## config.mk

```make
export PLATFORM = sky130hd
export DESIGN_NAME = midpoint_ellipse_raster_flat
export DESIGN_NICKNAME = d
export VERILOG_FILES = /design/src/sv/mer_pkg.sv /design/src/sv/mer_ifs.sv /design/src/sv/midpoint_ellipse_raster.sv /design/src/flat_wrapper.sv
export SDC_FILE = /design/constraint.sdc
export NUM_CORES = 2
export LEC_CHECK = 0
export BUFFER_PORTS_ARGS = -buffer_cell sky130_fd_sc_hd__buf_2
export CORE_MARGIN = 3
export CORE_UTILIZATION = 46
export CTS_CLUSTER_SIZE = 10
export DETAILED_ROUTE_END_ITERATION = 10
export GPL_TIMING_DRIVEN = 0
export REMOVE_ABC_BUFFERS = 1
export SLEW_MARGIN = 5
export SYNTH_ARGS = -nofsm -noshare
export SYNTH_HDL_FRONTEND = slang
export SYNTH_SLANG_ARGS = --single-unit
```

## constraint.sdc

```tcl
create_clock -name clk -period 20.1 [get_ports clk]
set_input_delay 3.015 -clock clk [delete_from_list [all_inputs] [get_ports clk]]
set_output_delay 3.015 -clock clk [all_outputs]
set_load 0.02 [all_outputs]
```

## src/sv/mer_pkg.sv

```systemverilog
// ----------------------------------------------------------------------------
// mer_pkg
// Shared types and constants of the midpoint ellipse rasterizer.
// ----------------------------------------------------------------------------
package mer_pkg;

	localparam int PIX_W     = 14;
	localparam int CTR_W     = 12;
	localparam int CFG_IDX_W = 1;

	localparam logic [CFG_IDX_W-1:0] CFG_CENTER_X = 1'd0;
	localparam logic [CFG_IDX_W-1:0] CFG_CENTER_Y = 1'd1;

	localparam logic FUNC_START = 1'b0;
	localparam logic FUNC_STEP  = 1'b1;

	typedef enum logic [4:0] {
		ST_IDLE,
		ST_RXSQ,
		ST_RYSQ,
		ST_D0,
		ST_D1,
		ST_D2,
		ST_C0,
		ST_C1,
		ST_C2,
		ST_SW0,
		ST_SW1,
		ST_SW2,
		ST_SW3,
		ST_SW4,
		ST_I1A,
		ST_I1B,
		ST_I1C,
		ST_I2A,
		ST_I2B,
		ST_I2C,
		ST_DRAIN,
		ST_EMIT
	} mer_state_t;

	typedef enum logic [3:0] {
		ACC_NONE,
		ACC_RX2,
		ACC_RY2,
		ACC_CLR,
		ACC_HOLD,
		ACC_ADD0,
		ACC_ADD2,
		ACC_SUB2,
		ACC_ADD3,
		ACC_SUB3
	} mer_acc_t;

	typedef enum logic [3:0] {
		A_RX,
		A_RY,
		A_X,
		A_Y,
		A_ONE,
		A_TX,
		A_TY,
		A_PROD,
		A_RY2
	} mer_asel_t;

	typedef enum logic [2:0] {
		B_RX,
		B_RY,
		B_RX2,
		B_RY2,
		B_TX,
		B_TY
	} mer_bsel_t;

	typedef struct packed {
		mer_asel_t a_sel;
		mer_bsel_t b_sel;
		mer_acc_t  acc;
	} mer_issue_t;

endpackage

```

## src/sv/mer_ifs.sv

```systemverilog
// ----------------------------------------------------------------------------
// mer_cmd_if / mer_pix_if
// Valid/ready channels of the ellipse rasterizer: commands in, pixels out.
// ----------------------------------------------------------------------------
interface mer_cmd_if #(
	parameter int RADIUS_BITS = 10
) ();
	logic                   valid;
	logic                   ready;
	logic                   func;
	logic [RADIUS_BITS-1:0] radius_x;
	logic [RADIUS_BITS-1:0] radius_y;

	modport source (output valid, func, radius_x, radius_y, input ready);
	modport sink   (input valid, func, radius_x, radius_y, output ready);
endinterface

interface mer_pix_if
	import mer_pkg::*;
();
	logic                    valid;
	logic                    ready;
	logic signed [PIX_W-1:0] pixel_x;
	logic signed [PIX_W-1:0] pixel_y;
	logic                    last_of_run;
	logic                    ellipse_done;

	modport source (output valid, pixel_x, pixel_y, last_of_run, ellipse_done,
		input ready);
	modport sink   (input valid, pixel_x, pixel_y, last_of_run, ellipse_done,
		output ready);
endinterface

```

## src/sv/midpoint_ellipse_raster.sv

```systemverilog
// ----------------------------------------------------------------------------
// midpoint_ellipse_raster
// Two-region midpoint ellipse pixel generator with one shared multiplier
// and accumulator under a small sequencer.
// ----------------------------------------------------------------------------
//  channel   dir  handshake         payload
//  cmd       in   valid/ready       func, radius_x, radius_y
//  pix       out  valid/ready       pixel_x, pixel_y, last_of_run, ellipse_done
//  cfg       in   cfg_we (no wait)  cfg_index, cfg_data
//
//  Start: arithmetic (plus the region-switch steps when region two is
//  entered at once), then 5 pixels, one per cycle when pix.ready stays
//  high, then ready again. Advance: arithmetic, then 4 pixels. The single
//  multiplier is issued once a cycle. Advance with no ellipse in progress
//  is accepted with no output. pix stalls hold the sequencer in its emit
//  state; reset clears all state but the product and pixel payload registers.
// ----------------------------------------------------------------------------
module midpoint_ellipse_raster
	import mer_pkg::*;
#(
	parameter int RADIUS_BITS = 10
) (
	input  logic                 clk,
	input  logic                 arst_n,
	input  logic                 cfg_we,
	input  logic [CFG_IDX_W-1:0] cfg_index,
	input  logic [CTR_W-1:0]     cfg_data,
	mer_cmd_if.sink              cmd,
	mer_pix_if.source            pix
);

	localparam int R  = RADIUS_BITS;
	localparam int SQ = 2 * R;
	localparam int AW = 2 * R + 2;
	localparam int BW = 2 * R;
	localparam int PW = AW + BW;
	localparam int DW = 4 * R + 5;
	localparam int OW = (R > PIX_W) ? R : PIX_W;
	localparam logic [2:0] LAST_WITH_CTR = 3'd4;
	localparam logic [2:0] LAST_NO_CTR   = 3'd3;

	mer_state_t     state_q, state_nx;
	mer_issue_t     iss;
	mer_acc_t       acc_op_q;

	logic [CTR_W-1:0] ctr_x_q, ctr_y_q;
	logic [R-1:0]     rx_q, ry_q, x_q, y_q;
	logic [SQ-1:0]    rx2_q, ry2_q;
	logic [DW-1:0]    dec_q;
	logic [PW-1:0]    prod_q, cmp_q;
	logic             region_q, busy_q, step_q, center_q;
	logic [2:0]       emit_q;
	logic             ov_q;
	logic signed [PIX_W-1:0] px_q, py_q;
	logic             last_q, done_q;

	logic          accept, lt, ld, last_now, neg, pos;
	logic [R:0]    tx;
	logic [R-1:0]  ty;
	logic [AW-1:0] a_op;
	logic [BW-1:0] b_op;
	logic [DW-1:0] addend;
	logic          sub;
	logic [2:0]    mir;
	logic [OW-1:0] ox_w, oy_w;
	logic [PIX_W-1:0] cx, cy, ox, oy;

	assign cmd.ready = (state_q == ST_IDLE);
	assign accept    = cmd.valid && cmd.ready;
	assign neg       = dec_q[DW-1];
	assign pos       = !neg && (dec_q != '0);
	assign tx        = {x_q, 1'b1};
	assign ty        = y_q - 1'b1;
	assign lt        = cmp_q < prod_q;

	// configuration
	always_ff @(posedge clk or negedge arst_n) begin
		if (!arst_n) begin
			ctr_x_q <= '0;
			ctr_y_q <= '0;
		end else if (cfg_we) begin
			unique case (cfg_index)
				CFG_CENTER_X: ctr_x_q <= cfg_data;
				CFG_CENTER_Y: ctr_y_q <= cfg_data;
				default: ;
			endcase
		end
	end

	// next state
	always_comb begin
		state_nx = state_q;
		unique case (state_q)
			ST_IDLE: begin
				if (accept) begin
					if (cmd.func == FUNC_START)
						state_nx = ST_RXSQ;
					else if (busy_q)
						state_nx = region_q ? ST_I2A : ST_I1A;
				end
			end
			ST_RXSQ:  state_nx = ST_RYSQ;
			ST_RYSQ:  state_nx = ST_D0;
			ST_D0:    state_nx = ST_D1;
			ST_D1:    state_nx = ST_D2;
			ST_D2:    state_nx = ST_C0;
			ST_C0:    state_nx = ST_C1;
			ST_C1:    state_nx = ST_C2;
			ST_C2:    state_nx = lt ? ST_EMIT : ST_SW0;
			ST_SW0:   state_nx = ST_SW1;
			ST_SW1:   state_nx = ST_SW2;
			ST_SW2:   state_nx = ST_SW3;
			ST_SW3:   state_nx = ST_SW4;
			ST_SW4:   state_nx = ST_DRAIN;
			ST_I1A:   state_nx = ST_I1B;
			ST_I1B:   state_nx = ST_I1C;
			ST_I1C:   state_nx = ST_C0;
			ST_I2A:   state_nx = ST_I2B;
			ST_I2B:   state_nx = ST_I2C;
			ST_I2C:   state_nx = ST_DRAIN;
			ST_DRAIN: state_nx = ST_EMIT;
			ST_EMIT:  state_nx = (ld && last_now) ? ST_IDLE : ST_EMIT;
			default:  state_nx = ST_IDLE;
		endcase
	end

	// multiplier issue per state
	always_comb begin
		iss = '{a_sel: A_ONE, b_sel: B_RX, acc: ACC_NONE};
		unique case (state_q)
			ST_RXSQ: iss = '{a_sel: A_RX,   b_sel: B_RX,  acc: ACC_RX2};
			ST_RYSQ: iss = '{a_sel: A_RY,   b_sel: B_RY,  acc: ACC_RY2};
			ST_D0:   iss = '{a_sel: A_RY,   b_sel: B_RX2, acc: ACC_SUB2};
			ST_D1:   iss = '{a_sel: A_ONE,  b_sel: B_RX2, acc: ACC_ADD0};
			ST_D2:   iss = '{a_sel: A_ONE,  b_sel: B_RY2, acc: ACC_ADD2};
			ST_C0:   iss = '{a_sel: A_X,    b_sel: B_RY2, acc: ACC_HOLD};
			ST_C1:   iss = '{a_sel: A_Y,    b_sel: B_RX2, acc: ACC_NONE};
			ST_SW0:  iss = '{a_sel: A_TX,   b_sel: B_TX,  acc: ACC_CLR};
			ST_SW1:  iss = '{a_sel: A_PROD, b_sel: B_RY2, acc: ACC_ADD0};
			ST_SW2:  iss = '{a_sel: A_TY,   b_sel: B_TY,  acc: ACC_NONE};
			ST_SW3:  iss = '{a_sel: A_PROD, b_sel: B_RX2, acc: ACC_ADD2};
			ST_SW4:  iss = '{a_sel: A_RY2,  b_sel: B_RX2, acc: ACC_SUB2};
			ST_I1A:  iss = '{a_sel: A_X,    b_sel: B_RY2, acc: ACC_ADD3};
			ST_I1B:  iss = '{a_sel: A_ONE,  b_sel: B_RY2, acc: ACC_ADD2};
			ST_I1C:  iss = '{a_sel: A_Y,    b_sel: B_RX2,
				acc: step_q ? ACC_SUB3 : ACC_NONE};
			ST_I2A:  iss = '{a_sel: A_ONE,  b_sel: B_RX2, acc: ACC_ADD2};
			ST_I2B:  iss = '{a_sel: A_Y,    b_sel: B_RX2, acc: ACC_SUB3};
			ST_I2C:  iss = '{a_sel: A_X,    b_sel: B_RY2,
				acc: step_q ? ACC_ADD3 : ACC_NONE};
			default: ;
		endcase
	end

	always_comb begin
		case (iss.a_sel)
			A_RX:    a_op = AW'(rx_q);
			A_RY:    a_op = AW'(ry_q);
			A_X:     a_op = AW'(x_q);
			A_Y:     a_op = AW'(y_q);
			A_TX:    a_op = AW'(tx);
			A_TY:    a_op = AW'(ty);
			A_PROD:  a_op = prod_q[AW-1:0];
			A_RY2:   a_op = AW'(ry2_q);
			default: a_op = AW'(1);
		endcase
		case (iss.b_sel)
			B_RY:    b_op = BW'(ry_q);
			B_RX2:   b_op = rx2_q;
			B_RY2:   b_op = ry2_q;
			B_TX:    b_op = BW'(tx);
			B_TY:    b_op = BW'(ty);
			default: b_op = BW'(rx_q);
		endcase
	end

	// accumulator operand
	always_comb begin
		addend = DW'(prod_q);
		sub    = 1'b0;
		case (acc_op_q)
			ACC_ADD2: addend = DW'(prod_q) << 2;
			ACC_SUB2: begin
				addend = DW'(prod_q) << 2;
				sub    = 1'b1;
			end
			ACC_ADD3: addend = DW'(prod_q) << 3;
			ACC_SUB3: begin
				addend = DW'(prod_q) << 3;
				sub    = 1'b1;
			end
			default: ;
		endcase
	end

	always_ff @(posedge clk) begin
		prod_q <= a_op * b_op;
	end

	// datapath and sequencer registers
	always_ff @(posedge clk or negedge arst_n) begin
		if (!arst_n) begin
			state_q  <= ST_IDLE;
			acc_op_q <= ACC_NONE;
			rx_q     <= '0;
			ry_q     <= '0;
			x_q      <= '0;
			y_q      <= '0;
			rx2_q    <= '0;
			ry2_q    <= '0;
			dec_q    <= '0;
			cmp_q    <= '0;
			region_q <= 1'b0;
			busy_q   <= 1'b0;
			step_q   <= 1'b0;
			center_q <= 1'b0;
		end else begin
			state_q  <= state_nx;
			acc_op_q <= iss.acc;

			case (acc_op_q)
				ACC_RX2:  rx2_q <= prod_q[SQ-1:0];
				ACC_RY2:  ry2_q <= prod_q[SQ-1:0];
				ACC_CLR:  dec_q <= '0;
				ACC_HOLD: cmp_q <= prod_q;
				ACC_ADD0, ACC_ADD2, ACC_SUB2, ACC_ADD3, ACC_SUB3:
					dec_q <= sub ? dec_q - addend : dec_q + addend;
				default: ;
			endcase

			if (accept) begin
				if (cmd.func == FUNC_START) begin
					rx_q     <= cmd.radius_x;
					ry_q     <= cmd.radius_y;
					x_q      <= '0;
					y_q      <= cmd.radius_y;
					region_q <= 1'b0;
					dec_q    <= '0;
					center_q <= 1'b1;
				end else if (busy_q) begin
					center_q <= 1'b0;
					if (!region_q) begin
						step_q <= !neg;
						x_q    <= x_q + 1'b1;
						if (!neg)
							y_q <= y_q - 1'b1;
					end else begin
						step_q <= !pos;
						y_q    <= y_q - 1'b1;
						if (!pos)
							x_q <= x_q + 1'b1;
					end
				end
			end

			if (state_q == ST_C2 && lt)
				busy_q <= 1'b1;
			if (state_q == ST_SW0) begin
				region_q <= 1'b1;
				busy_q   <= (y_q != '0);
			end
			if (state_q == ST_I2A)
				busy_q <= (y_q != '0);
		end
	end

	// pixel output
	assign last_now = (emit_q == (center_q ? LAST_WITH_CTR : LAST_NO_CTR));
	assign ld       = (state_q == ST_EMIT) && (!ov_q || pix.ready);
	assign mir      = emit_q - {2'b00, center_q};
	assign ox_w     = OW'(x_q);
	assign oy_w     = OW'(y_q);
	assign ox       = ox_w[PIX_W-1:0];
	assign oy       = oy_w[PIX_W-1:0];
	assign cx       = PIX_W'(ctr_x_q);
	assign cy       = PIX_W'(ctr_y_q);

	always_ff @(posedge clk or negedge arst_n) begin
		if (!arst_n) begin
			ov_q   <= 1'b0;
			emit_q <= '0;
		end else begin
			if (ld)
				ov_q <= 1'b1;
			else if (pix.ready)
				ov_q <= 1'b0;
			if (ld)
				emit_q <= last_now ? 3'd0 : emit_q + 3'd1;
		end
	end

	always_ff @(posedge clk) begin
		if (ld) begin
			last_q <= last_now;
			done_q <= !busy_q;
			if (center_q && emit_q == '0) begin
				px_q <= cx;
				py_q <= cy;
			end else begin
				px_q <= mir[0] ? cx - ox : cx + ox;
				py_q <= mir[1] ? cy - oy : cy + oy;
			end
		end
	end

	assign pix.valid        = ov_q;
	assign pix.pixel_x      = px_q;
	assign pix.pixel_y      = py_q;
	assign pix.last_of_run  = last_q;
	assign pix.ellipse_done = done_q;

`ifndef SYNTHESIS
	a_idle_no_pending: assert property (@(posedge clk) disable iff (!arst_n)
		(state_q == ST_IDLE) |-> (acc_op_q == ACC_NONE))
		else $error("accumulator op pending while idle");

	a_region_switch: assert property (@(posedge clk) disable iff (!arst_n)
		$rose(region_q) |-> ($past(state_q) == ST_SW0))
		else $error("region two entered outside the switch sequence");

	a_emit_bound: assert property (@(posedge clk) disable iff (!arst_n)
		(state_q == ST_EMIT) |->
		(emit_q <= (center_q ? LAST_WITH_CTR : LAST_NO_CTR)))
		else $error("pixel counter past the last pixel of the transaction");
`endif

endmodule
```

## src/flat_wrapper.sv

```systemverilog
// flat-port wrapper written by rule: the top's interface ports become plain ports
module midpoint_ellipse_raster_flat import mer_pkg::*;
#(
	parameter int RADIUS_BITS = 10
)
  (clk, arst_n, cfg_we, cfg_index, cfg_data, cmd_valid, cmd_func, cmd_radius_x, cmd_radius_y, cmd_ready, pix_valid, pix_pixel_x, pix_pixel_y, pix_last_of_run, pix_ellipse_done, pix_ready);
  mer_cmd_if #(.RADIUS_BITS(RADIUS_BITS)) cmd_i ();
  mer_pix_if pix_i ();
  input  logic clk;
  input  logic arst_n;
  input  logic cfg_we;
  input  logic [CFG_IDX_W-1:0] cfg_index;
  input  logic [CTR_W-1:0] cfg_data;
  input wire logic [$bits(cmd_i.valid)-1:0] cmd_valid;
  input wire logic [$bits(cmd_i.func)-1:0] cmd_func;
  input wire logic [$bits(cmd_i.radius_x)-1:0] cmd_radius_x;
  input wire logic [$bits(cmd_i.radius_y)-1:0] cmd_radius_y;
  output wire logic [$bits(cmd_i.ready)-1:0] cmd_ready;
  output wire logic [$bits(pix_i.valid)-1:0] pix_valid;
  output wire logic [$bits(pix_i.pixel_x)-1:0] pix_pixel_x;
  output wire logic [$bits(pix_i.pixel_y)-1:0] pix_pixel_y;
  output wire logic [$bits(pix_i.last_of_run)-1:0] pix_last_of_run;
  output wire logic [$bits(pix_i.ellipse_done)-1:0] pix_ellipse_done;
  input wire logic [$bits(pix_i.ready)-1:0] pix_ready;
  assign cmd_i.valid = cmd_valid;
  assign cmd_i.func = cmd_func;
  assign cmd_i.radius_x = cmd_radius_x;
  assign cmd_i.radius_y = cmd_radius_y;
  assign cmd_ready = cmd_i.ready;
  assign pix_valid = pix_i.valid;
  assign pix_pixel_x = pix_i.pixel_x;
  assign pix_pixel_y = pix_i.pixel_y;
  assign pix_last_of_run = pix_i.last_of_run;
  assign pix_ellipse_done = pix_i.ellipse_done;
  assign pix_i.ready = pix_ready;
  midpoint_ellipse_raster #(.RADIUS_BITS(RADIUS_BITS)) u_core (.clk(clk), .arst_n(arst_n), .cfg_we(cfg_we), .cfg_index(cfg_index), .cfg_data(cfg_data), .cmd(cmd_i), .pix(pix_i));
endmodule
```

==> out/qor_table.md <==
| Step | Metric | This run |
|:---|:---|:---|
| detailed routing | Via total after detailed routing | 27500 |
| sta | Pins Over Slew Limit | 0 |
| sta | Setup tns final | 0 ps |
| clock tree | TritonCTS buffer count | 36 |
| logic synthesis | Area fraction in and, or, nand and nor cells after synthesis | 15.7% |
| global route | First-pass GRT wire length | 152000 µm |
| floorplan | Y dimension of the die | 278 µm |
| final layout | Area used by multi-input combinational logic | 24300 µm² |
| final layout | Most common cell after layout, fill and taps aside | inv_1 |
| detailed routing | Remaining routing DRC violations | 0 |
| detailed routing | Detailed-route vias per instance | 5.64 |
| sta | Smallest setup slack after layout | 9260 ps |
| worst setup path | CP startpoint kind | flip-flop |
| run | Max-Cap Viols | 0 |
| clock tree | Clk sinks | 280 |
| worst setup path | Classification of the worst setup path | reg -> reg |
| placement | HPWL after detailed placement | 73900 µm |
| sta | Hold Vio Cnt, Final | 0 |
| placement | Placed cell areas | 35300 µm² |
| global route | Vias in the first global route | 26700 |
| worst setup path | Stages on worst setup path | 31 |
| floorplan | Count of boundary I/O pins | 71 |
| clock tree | H-tree levels | 2 |
| logic synthesis | Number of enable flip-flop cells after synthesis | 30 |
| worst setup path | Delay contributed by the slowest stage of the critical path | 980 ps |
| worst hold path | HP Class | reg -> reg |
| clock tree | Root cell of the clock tree | clkbuf_16 |
| worst setup path | Endpoint class of the critical path | flip-flop |
| logic synthesis | Synthesized instance count | 3951 |
| detailed routing | Drt first-iter violations | 2043 |
| placement | Placer Congestion | 0.909 |
| sta | Relative max-transition margin | 4.06% |
| global route | Number of antenna violations at the first check in global routing | 0 |
| detailed routing | Number of optimization iterations in the first detailed-route pass | 5 |
| logic synthesis | Yosys warns | 0 |
| floorplan | Width of the chip | 278 µm |
| logic synthesis | Unique masters post-synth | 95 |
| logic synthesis | Average footprint of a synthesized cell | 8.64 µm² |
| final layout | Share of post-route cells with drive strength above 1 | 8.43% |
| clock tree | Maximum count of clock buffers along a single path | 3 |
| worst setup path | Top fanout value on the critical path | 30 |
| final layout | Most frequent cells in the layout | inv_1, nand2_1, fa_1, nor2_1, ha_1 |
| worst setup path | Kind of cell with the highest combined delay on the critical path | adder cells |
| sta | Final Hold Slack | 507 ps |
| sta | RSZ-0062 raised after global routing | false |
| logic synthesis | Combinational family with the most area after synthesis | adder cells |
| final layout | Synthesis-to-layout area growth | 6.74% |
| worst setup path | Signal arrival time at the worst endpoint | 11240 ps |
| clock tree | Clock tree from TritonCTS | yes |
| worst setup path | Buf/Inv on CP | 7 |
| clock tree | Number of hold buffers added after CTS | 0 |
| worst setup path | Required @ worst endpoint | 20500 ps |
| final layout | Final standard cell area without fillers | 36400 µm² |
| logic synthesis | Combined area of all synthesized cells | 34100 µm² |
| run status | Status | finished, final reports clean |
| placement | Number of input and output port buffers inserted | 70 |
| final layout | Area taken by flip-flops and latches | 6950 µm² |
| clock tree | Post-cts repair resize count | 0 |
| detailed routing | Final wirelength | 94700 µm |
| logic synthesis | Share of flip-flops with an asynchronous set or reset | 74.3% |
| sta | Slew at the pin closest to its max-slew limit | 1440 ps |
| placement | Worst slack, placed | 9420 ps |
| final layout | Count of antenna diodes in the layout | 0 |
| global route | Tot GR Track Use | 24.5% |
| logic synthesis | Synth Area in Adders | 31.5% |
| worst setup path | Cell type of the slowest stage on the worst timing path | dfrtp_1 |
| clock tree | Clock latency at the later pin of the worst-skew pair | 550 ps |
| clock tree | Number of buffers added for setup after CTS | 0 |
| final layout | Number of nets in the finished design | 4569 |
| detailed routing | Number of nets still failing antenna checks after routing | 0 |
| global route | Maximum number of pins on one net before global-route repair | 115 |
| sta | Worst Clk Skew | 21.6 ps |
| final layout | Number of filler cells placed in the layout | 7041 |
| floorplan | Cell row count | 99 |
| logic synthesis | Post-synthesis sequential area ratio | 20.4% |
| sta | Tcrit/Tclk final | 54.0% |
| detailed routing | Detail-routed net length per standard cell | 19.4 µm |
| floorplan | DIE AREA | 77500 µm² |
| sta | Final count of negative-setup-slack endpoints | 0 |
| logic synthesis | Area share of xor/xnor cells in the synthesized design | 4.13% |
| logic synthesis | Number of synthesized register bits | 280 |
| logic synthesis | Post-synthesis mux area share | 3.55% |
| floorplan | Initial Utilization | 46.6% |
| floorplan | Core area | 73200 µm² |
| sta | Fin crit period | 10840 ps |
| worst setup path | Worst Reg-to-Reg Cells | 31 |
| logic synthesis | Synthesized-area fraction occupied by ao, oa, aoi and oai cells | 15.9% |
| logic synthesis | Most used flip-flop cell after synthesis | dfrtp_1 |
| sta | Fmax | 92.2 MHz |
| global route | Global route total overflow | 0 |
| clock tree | Clk pin slew, worst setup/hold paths | 50 ps |
| worst hold path | Hold-critical path depth | 1 |
final timing paths:
check / startpoint / endpoint / slack (ps)
min: u_core.cmp_q[0] / u_core.cmp_q[0] / 510
max in group asynchronous: arst_n / u_core.cmp_q[28] / 16500
min in group asynchronous: arst_n / u_core.ctr_x_q[4] / 2490
max reg2reg: u_core.state_q[4] / u_core.prod_q[40] / 9260
min reg2reg: u_core.cmp_q[0] / u_core.cmp_q[0] / 510
max: u_core.state_q[4] / u_core.prod_q[40] / 9260
registers in the layout (all words and copies together), names as in the netlist, 12 cells and up:
name and cells:
u_core.pix.pixel_y 14, u_core.pix.pixel_x 14, u_core.dec_q 45, u_core.ctr_x_q 12, u_core.cmp_q 42, u_core.ry2_q 20
u_core.prod_q 42, u_core.rx2_q 20, u_core.ctr_y_q 12
synthesized netlist by cell type, drive strengths merged, types with 66 or more instances:
cell,number,share of area [%]
a21o,90,2.0
a21oi,193,2.8
a22oi,70,1.5
clkbuf,145,1.6
dfrtp,208,15
fa,361,21
ha,283,10
inv,549,6.0
mux2,105,3.5
nand2,489,5.4
nor2,339,3.7
nor2b,67,1.2
o21ai,163,2.4
xnor2,95,2.4
xor2,66,1.7
layer usage:
| layer | track usage, % | routed length (µm) | vias to the layer above |
|---|---|---|---|
| met5 | 0 | 0 | - |
| met4 | 5.60 | 2200 | 0 |
| met3 | 2.66 | 4830 | 126 |
| met2 | 39.5 | 44000 | 723 |
| met1 | 35.4 | 43700 | 13600 |
| li1 | - | - | 13000 |
final cells by class:
cell class	count	share of cell area [%]
Inverter	549	5.66
Tap cell	959	3.29
Clock buffer	57	2.83
Multi-Input combinational cell	2916	66.8
Sequential cell	280	19.1
Clock inverter	8	0.209
Timing Repair Buffer	103	2.12
cell families (layout without fill, tap and decap cells):
group	after synthesis	after routing
DFF	280	280
adders and majority gates	644	644
buffers and inverters	755	717
and+or+nand+nor	1187	1187
muxes	108	108
AOI/OAI and AO/OA	816	816
xor gates and xnor gates	161	161
stage by stage:
stage	instances	util, %
after floorplan	3745	-
after global placement	4774	47.5
after detailed placement	4807	48.2
after CTS	4872	49.8
after global routing	4872	49.8
final	4872	49.8
Power is not shown: default switching activity piles up to over one toggle a cycle in this logic, so the estimate is an artifact.
